==> config.mk <==
export PLATFORM = sky130hd
export DESIGN_NAME = decimal_digit_square_root_core
export DESIGN_NICKNAME = d
export VERILOG_FILES = /design/src/dsq_pkg.sv /design/src/decimal_digit_square_root_core.sv
export SDC_FILE = /design/constraint.sdc
export NUM_CORES = 1
export LEC_CHECK = 0
export ABC_CLOCK_PERIOD_IN_PS = 4500
export BUFFER_PORTS_ARGS = -buffer_cell sky130_fd_sc_hd__buf_4
export CELL_PAD_IN_SITES_DETAIL_PLACEMENT = 1
export CELL_PAD_IN_SITES_GLOBAL_PLACEMENT = 1
export CORE_MARGIN = 4
export CORE_UTILIZATION = 35
export CTS_CLUSTER_DIAMETER = 200
export DETAILED_ROUTE_END_ITERATION = 6
export PLACE_DENSITY = 0.66
export SETUP_SLACK_MARGIN = 0.5
export SYNTH_ARGS = -nofsm -noshare
export SYNTH_HDL_FRONTEND = slang
export SYNTH_SLANG_ARGS = --single-unit
==> constraint.sdc <==
create_clock -name clk -period 4.5 [get_ports clk]
set_input_delay 0.45 -clock clk [delete_from_list [all_inputs] [get_ports clk]]
set_output_delay 0.45 -clock clk [all_outputs]
set_load 0.005 [all_outputs]
==> src/dsq_pkg.sv <==
package dsq_pkg;

  localparam int FRAC_DIGITS  = 8;
  localparam int INT_DIGITS   = 9;
  localparam int TOTAL_DIGITS = INT_DIGITS + FRAC_DIGITS;

  localparam int RAD_W  = 128;
  localparam int ROOT_W = 64;
  localparam int REM_W  = ROOT_W + 2;
  localparam int OUT_W  = 57;
  localparam int CNT_W  = 6;

  typedef enum logic [2:0] {
    ST_IDLE   = 3'b001,
    ST_CALC   = 3'b010,
    ST_FINISH = 3'b100
  } state_t;

  function automatic logic [RAD_W-1:0] pow10(input int n);
    logic [RAD_W-1:0] r;
    r = RAD_W'(1);
    for (int i = 0; i < n; i++) begin
      r = r * RAD_W'(10);
    end
    return r;
  endfunction

  localparam logic [RAD_W-1:0] ROOT_LIMIT = pow10(TOTAL_DIGITS);
  localparam logic [RAD_W-1:0] RAD_LIMIT  = pow10(2 * TOTAL_DIGITS);
  localparam logic [OUT_W-1:0] ROOT_MAX   = OUT_W'(ROOT_LIMIT - RAD_W'(1));

endpackage

==> src/decimal_digit_square_root_core.sv <==
// Square root of a 128-bit radicand (value times 10^16, split over two words),
// returned truncated and times 10^8. Pulse start while busy is low; busy then
// stays high while one compare-subtract unit over a 66-bit remainder
// resolves one root bit per cycle over all 64 root bits, followed by one
// cycle with done high. The result is valid only in the cycle done is high
// and must be captured then: the receiver cannot stall the block. Roots that
// do not fit in 17 decimal digits give the all-nines value and saturated set.
// A new radicand is taken only when busy is low, not during a computation.
module decimal_digit_square_root_core (
  input  logic                        clk,
  input  logic                        rst,
  input  logic                        start,
  output logic                        busy,
  input  logic [63:0]                 radicand_upper,
  input  logic [63:0]                 radicand_lower,
  output logic                        done,
  output logic [dsq_pkg::OUT_W-1:0]   root_scaled,
  output logic                        saturated
);

  dsq_pkg::state_t               state, state_next;
  logic [dsq_pkg::RAD_W-1:0]     rad;
  logic [dsq_pkg::REM_W-1:0]     rem;
  logic [dsq_pkg::ROOT_W-1:0]    root;
  logic [dsq_pkg::CNT_W-1:0]     count;
  logic                          sat;

  logic [dsq_pkg::REM_W-1:0]     rem_sh;
  logic [dsq_pkg::REM_W-1:0]     trial;
  logic                          fits;
  logic                          accept;

  assign accept = start && !busy;
  assign busy   = (state != dsq_pkg::ST_IDLE);
  assign done   = (state == dsq_pkg::ST_FINISH);

  // shared compare-subtract unit
  assign rem_sh = {rem[dsq_pkg::REM_W-3:0], rad[dsq_pkg::RAD_W-1 -: 2]};
  assign trial  = {root, 2'b01};
  assign fits   = (rem_sh >= trial);

  assign root_scaled = sat ? dsq_pkg::ROOT_MAX : root[dsq_pkg::OUT_W-1:0];
  assign saturated   = sat;

  always_comb begin
    state_next = state;
    unique case (state)
      dsq_pkg::ST_IDLE: begin
        if (start) begin
          state_next = dsq_pkg::ST_CALC;
        end
      end
      dsq_pkg::ST_CALC: begin
        if (count == '1) begin
          state_next = dsq_pkg::ST_FINISH;
        end
      end
      dsq_pkg::ST_FINISH: begin
        state_next = dsq_pkg::ST_IDLE;
      end
      default: begin
        state_next = dsq_pkg::ST_IDLE;
      end
    endcase
  end

  always_ff @(posedge clk) begin
    if (rst) begin
      state <= dsq_pkg::ST_IDLE;
      count <= '0;
    end else begin
      state <= state_next;
      if (accept) begin
        count <= '0;
      end else if (state == dsq_pkg::ST_CALC) begin
        count <= count + dsq_pkg::CNT_W'(1);
      end
    end
  end

  always_ff @(posedge clk) begin
    if (accept) begin
      rad  <= {radicand_upper, radicand_lower};
      sat  <= ({radicand_upper, radicand_lower} >= dsq_pkg::RAD_LIMIT);
      rem  <= '0;
      root <= '0;
    end else if (state == dsq_pkg::ST_CALC) begin
      rad  <= {rad[dsq_pkg::RAD_W-3:0], 2'b00};
      rem  <= fits ? (rem_sh - trial) : rem_sh;
      root <= {root[dsq_pkg::ROOT_W-2:0], fits};
    end
  end

`ifndef ASSERT_OFF
  a_done_after_calc: assert property (@(posedge clk) disable iff (rst)
    done |-> $past(state == dsq_pkg::ST_CALC) && $past(count) == '1)
    else $error("result without a full iteration run");

  a_busy_after_accept: assert property (@(posedge clk) disable iff (rst)
    accept |=> busy && count == '0)
    else $error("accepted item did not start the iteration");

  a_fit_when_unsat: assert property (@(posedge clk) disable iff (rst)
    (done && !saturated) |-> root[dsq_pkg::ROOT_W-1:dsq_pkg::OUT_W] == '0
      && root < dsq_pkg::ROOT_W'(dsq_pkg::ROOT_LIMIT))
    else $error("unsaturated root out of range");
`endif

endmodule
==> run metrics, run 1 <==
commonest non-fill, non-tap cells in the layout=586 x nand2_1, 221 x a21oi_1, 198 x buf_4, 137 x dfxtp_1, 129 x edfxtp_1; vias after detailed routing=between 10000 and 15000; CTS Buffer Depth=3; max incr delay on CP=approximately 0.5 ns; WL/cell=17.0 um; area leader, netlist=edfxtp_1; top cells by area, synth=edfxtp_1 25%, dfxtp_1 18%, nand2_1 14%; Peak Freq=around 280 MHz; Root Driver=clkbuf_16; worst min-delay path category=primary input to flop; row count=76; WL final=around 45000 um; CTS buffer count=31; Slew headroom=about a third; final instance area=18100 um2; setup repair bufs after CTS=0; setup violators final=0; CP max FO=55; Placed Cells=roughly 2600; filler instances=between 5000 and 6000; share of the synthesized area in the top cell type=approximately a quarter; Die Wd=about 220 um; fin cells=roughly 2700; Worst-path clk slew=0.06 ns; final RePlAce weighted congestion=around 0.85; setup TNS=0 ns; Total Routing Usage GR=around 19%; RSZ-0062 raised after global routing=no; Tcrit/Tclk final=around 81%; post-route minimum period=about 3.6 ns; Worst EP required=between 4 and 5 ns; Leak=around 7.7 nW; # port buffers=190; initial antenna violation count=1; critical-path cell list=inv_1 -> ha_1 -> a21oi_1 -> o21ai_0 -> a211oi_1 -> o21ai_1 -> a32oi_1 -> o2111ai_2 -> nand2_4 -> buf_12 -> mux2i_1 -> a21oi_1; post-cts resize count=0; DP Wirelength=approximately 32000 um; Ant. Diodes=0; Max Cap Viol=0; Placed Area=17200 um2; Final Slew Violations=0; WP data arrival=between 4 and 5 ns; ANT nets after route=0; Initial Util=around 36%; commonest non-fill, non-tap cell in the layout=nand2_1; worst slew pin tran=0.972 ns; Critical Path Slowest Stage Cell=nand2_4; DRT Pass-1 Iters=5; crit path capture type=flop; IO Pins=between 150 and 200; EDFF count, synth=129; Min Hold Slack=0.0590 ns; post-place setup slack=roughly 0.92 ns; Max H-tree Level=1; setup ws final=between 0.8 and 0.9 ns; Seq/Total Area, Yosys=a little over two fifths; synthesized instance count=1914; CTS tree=yes; NumNets Final=between 2000 and 2500; Syn Nets=2112; clk_lat worst skew=0.60 ns; Avg Synthesized Cell Area=roughly 8.0 um2; synthesis-stage register bit count=around 270; Startpoint Class=flop; status=finished clean; GRT overflow=0; hold buffer count at cts=0; Top FF cell, synth=dfxtp_1; share of layout cells above drive strength 1=between 10 and 15%; Mapped Area=between 15000 and 20000 um2; Power Dens Cells=~730 nW/um2; crit-path most repeated cell=a21oi_1; first-pass GRT wire length=73800 um; core area=43300 um2; Via density=slightly above 5; 1st-iter DRT viols=about 650; critical path type=flop to flop; Area Growth Syn to Fin=18.1%; vias in the first global route=14168; Remaining DRCs=0; Die ar.=roughly 47000 um2; Synth Warn #=0; VDD IR max=roughly 1400 uV; CTS Sinks=266; endpoints failing hold=0; largest net degree at the start of global routing=a little under 200; Die H=around 220 um; Distinct cells, synth=~80; ys async rst share=0%; clock skew=0.0133 ns
metrics by stage:
stage / total power, mW / util [%]
final: 13.2 / 41.9
after global routing: 13.7 / 41.9
after CTS: 13.3 / 41.9
after detailed placement: 10.9 / 39.7
after global placement: 10.8 / 39.7
after floorplan: 10.4 / -
power by group:
| part | internal [mW] | total, mW | leakage [nW] | switching (mW) |
|---|---|---|---|---|
| registers | 2.84 | 2.98 | 2.35 | 0.137 |
| logic | 2.91 | 7.77 | 4.88 | 4.86 |
| clock network | 1.38 | 2.42 | 0.470 | 1.04 |
| total | 7.13 | 13.2 | 7.71 | 6.04 |
routing by layer:
layer	up-vias	GRT usage, %	wire length [um]
met5	-	0	13
met4	2	3.94	970
met3	60	4.32	2340
met2	202	30.7	20700
met1	6523	25.0	20900
li1	6826	-	-
layout make-up:
| class | count | area (um2) | share of cell area, % |
|---|---|---|---|
| clock buffers | 47 | 866 | 4.77 |
| clock inverters | 9 | 88.8 | 0.490 |
| inverters | 81 | 312 | 1.72 |
| multi-input cells | 1463 | 7990 | 44.0 |
| flip-flops and latches | 266 | 6620 | 36.5 |
| well taps | 585 | 732 | 4.03 |
| repair buffers | 201 | 1550 | 8.52 |
cells by family after synthesis:
family / synth area share (%)
flip-flops: 43.1
AO/OA/AOI/OAI: 17.9
XOR/XNOR: 3.53
buffers and inverters: 5.11
multiplexers: 1.24
adder cells (fa/ha/maj): 5.46
AND/OR/NAND/NOR: 23.7
worst max-delay path, delay by kind of cell, from the launching register on:
kind | cells | cell delay, ns
multiplexers | 1 | 0.24
AO/OA/AOI/OAI | 7 | 1.54
adder cells (fa/ha/maj) | 1 | 0.36
flip-flops | 1 | 0.36
buffers and inverters | 2 | 0.43
AND/OR/NAND/NOR | 1 | 0.50
synth_stat cells (all sizes together), types with 3 or more instances:
library cell and n:
and2 4, a32oi 10, o41ai 3, o221ai 3
xor2 28, o21bai 14, buf 29, o21a 11
a21o 24, nor4 9, nor3 22, o21ai 103
xnor2 34, a211oi 5, or3 5, dfxtp 137
a211o 5, a21oi 226, nor2b 4, nor2 103
a22o 3, nand2b 6, mux2i 19, a21boi 4
o211ai 12, a31oi 11, nand4 30, nand3 25
clkbuf 75, edfxtp 129, and3 10, ha 67
nor4b 3, nand2 587, or2 40, a41oi 4
inv 81
flip-flops by register name, indices dropped and copies added, names as in the netlist:
register,count
rad,128
state,3
root,64
count,6
rem,64
saturated,1
worst paths after layout:
kind                               start       end  slack, ns  cells past startpoint
worst max register to register  root[43]   rem[48]       0.87                     12
worst max-delay path            root[43]   rem[48]       0.87                     12
worst min-delay path                 rst  state[1]       0.06                      2
worst min register to register  root[63]  root[63]       0.46                      2
Power figures use the tool's default switching activity.
==> run 2, diff against run 1 <==
ABC_CLOCK_PERIOD_IN_PS = 3600   (was 4500)
clock period = 3.6 ns   (was 4.5 ns; I/O delays follow)
==> run 2 against run 1 <==
- die area unchanged
- first-iteration DRC count up 2.1%
- clock skew up 0.0029 ns
- sequential cell count unchanged
- highest routed layer unchanged
==> run metrics, run 2 (synthesis results as in run 1) <==
status=finished clean; Die ar.=47300 um2 (unchanged); Root Driver=clkbuf_16; Min Hold Slack=0.0377 ns (-0.0213 ns); Area Growth Syn to Fin=25.9%; Slew headroom=28.0% (-7.2 points); reg2reg path depth=11 (-1); WP data arrival=3.56 ns (-0.49 ns); GRT overflow=0 (unchanged); commonest non-fill, non-tap cells in the layout=584 x nand2_1, 221 x buf_4, 205 x a21oi_1, 129 x edfxtp_1, 127 x dfxtp_1; row count=76 (unchanged); Tcrit/Tclk final=84.4% (+3.7 points); 1st-iter DRT viols=667 (+2.1%); DRT Pass-1 Iters=5 (unchanged); CTS Buffer Depth=3 (unchanged); # port buffers=190 (unchanged); Die Wd=218 um (unchanged); fin cells=2702 (+1.9%); endpoints failing hold=0 (unchanged); Ant. Diodes=0 (unchanged); initial antenna violation count=2 (+1); Multi-input gate area=8480 um2 (+6.2%); filler instances=5171 (-1.7%); hold_sp=radicand_lower[19]; biggest regs=rad (128), rem (64), root (64); Max Cap Viol=0 (unchanged); ANT nets after route=0 (unchanged); core area=43300 um2 (unchanged); WL final=47800 um (+6.2%); Initial Util=35.5% (unchanged); IO Pins=191 (unchanged); NumNets Final=2290 (+2.1%); Int Pwr=12.3 mW (+73%); reg2reg start=root[40]; FF-to-FF setup slack=0.56 ns (-0.31 ns); Register Area=6630 um2 (+0.19%); Worst EP required=4.12 ns (-0.80 ns); Power Dens Cells=1160 nW/um2 (+61%); clk_lat worst skew=0.60 ns (about the same); worst hold endpoint=rad[19]; RSZ-0062 raised after global routing=yes; vias in the first global route=14555 (+2.7%); crit path capture type=flop; Comb power frac=67.4% (+8.4 points); post-route minimum period=3.04 ns (-0.591 ns); reg2reg end=rem[31]; critical-path cell list=inv_1 -> ha_2 -> nand4_1 -> nor4_4 -> buf_4 -> nand3_1 -> o2111ai_4 -> nand2_8 -> clkbuf_16 -> o31a_1 -> a21oi_1; cell count of the worst hold path=3 (+1); critical path type=flop to flop; Reg with most FFs=rad; Startpoint Class=flop; WL/cell=17.7 um (+4.2%); max incr delay on CP=0.47 ns (-0.03 ns); setup TNS=0 ns (unchanged); CTS buffer count=31 (unchanged); Max H-tree Level=1 (unchanged); final total power=22.5 mW (+71%); DP Wirelength=32100 um (+0.52%); Peak Freq=329 MHz (+19%); Sw Share=45.4% (-0.47 points); utilization after layout=44.7% (+2.7 points); worst slew pin tran=1.08 ns (+0.108 ns); Worst-path clk slew=0.06 ns (about the same); Seq pwr share=16.8% (-5.8 points); setup violators final=0 (unchanged); Total Routing Usage GR=18.9% (+0.37 points); Net Switching=10.2 mW (+69%); Die H=218 um (unchanged); worst min-delay path category=primary input to flop; final RePlAce weighted congestion=0.812 (-4.2%); vias after detailed routing=13953 (+2.5%); Placed Cells=2603 (+0.27%); CTS Sinks=266 (unchanged); Final Slew Violations=0 (unchanged); Critical Path Slowest Stage Cell=nor4_4; clock power share=15.8% (-2.6 points); CTS tree=yes; first-pass GRT wire length=75100 um (+1.9%); largest net degree at the start of global routing=172 (-12%); Via density=5.16 (+0.60%); Remaining DRCs=0 (unchanged); max reg flops=128 (unchanged); Leak=8.11 nW (+5.2%); VDD IR max=1020 uV (-25%); CP max FO=7 (-87%); clock skew=0.0161 ns (+0.00286 ns); share of layout cells above drive strength 1=20.6% (+5.8 points); commonest non-fill, non-tap cell in the layout=nand2_1
-- run 2: cell types whose count changed in the layout (fill, tap and decap cells not counted), sizes merged --
cell         before  now
clkbuf           47   42
bufinv            1    8
buf             201  229
nand2           587  589
clkinvlp          0    2
inv              82   81
dlygate4sd3       0   14
clkinv            7   10
-- run 2: stage by stage --
| stage | setup WS (ns) | area (um2) |
|---|---|---|
| after detailed placement | 0.232 | 17300 |
| after global placement | 0.223 | 17300 |
| after CTS | 0.495 | 18600 |
| after floorplan | 0.475 | 15400 |
| after global routing | 0.431 | 19300 |
| final | 0.563 | 19300 |
-- run 2: how the worst max path moves through the flow --
stage,from,to
3_5_place_dp,radicand_lower[36],saturated
3_3_place_gp,radicand_lower[36],saturated
4_1_cts,root[2],rem[24]
5_1_grt,root[40],rem[31]
2_1_floorplan,state[1],rad[0]
6_report,root[40],rem[31]
-- run 2: area by class of cell --
| type | count | share of cell area [%] |
|---|---|---|
| Clock inverter | 20 | 1.62 |
| Clock buffer | 38 | 4.30 |
| Tap cell | 585 | 3.79 |
| Timing Repair Buffer | 247 | 10.5 |
| Sequential cell | 266 | 34.3 |
| Multi-Input combinational cell | 1465 | 43.9 |
| Inverter | 81 | 1.62 |
-- run 2: critical path: cells and delay by family, from the launching register on --
kind | cells | cell delay [ns]
AND/OR/NAND/NOR | 4 | 0.97
AO/OA/AOI/OAI | 3 | 0.80
buffers and inverters | 3 | 0.45
adder cells (fa/ha/maj) | 1 | 0.38
flip-flops | 1 | 0.35
-- run 2: power groups by stage --
stage	clock (mW)	sequential, mW	combinational (mW)
after floorplan	0	3.76	9.21
after global placement	0	3.81	10.9
after detailed placement	0	3.82	11.1
after CTS	3.68	3.76	11.8
after global routing	3.80	3.81	16.4
final	3.56	3.77	15.2
-- run 2: what timing repair did --
item,CTS,global route
setup endpoints to repair,59,64
cloned,1,8
endpoints found under the hold margin,16,0
resized for setup,11,101
pin swaps,5,21
setup buffers,3,15
hold buffers,14,0
-- run 2: metal layers --
layer / part of all wire [%] / vias up / GRT usage [%]
met5: 0.042 / - / 0
met4: 2.1 / 2 / 4.28
met3: 5.5 / 69 / 4.58
met2: 48 / 216 / 32.2
met1: 44 / 6735 / 24.5
li1: - / 6931 / -
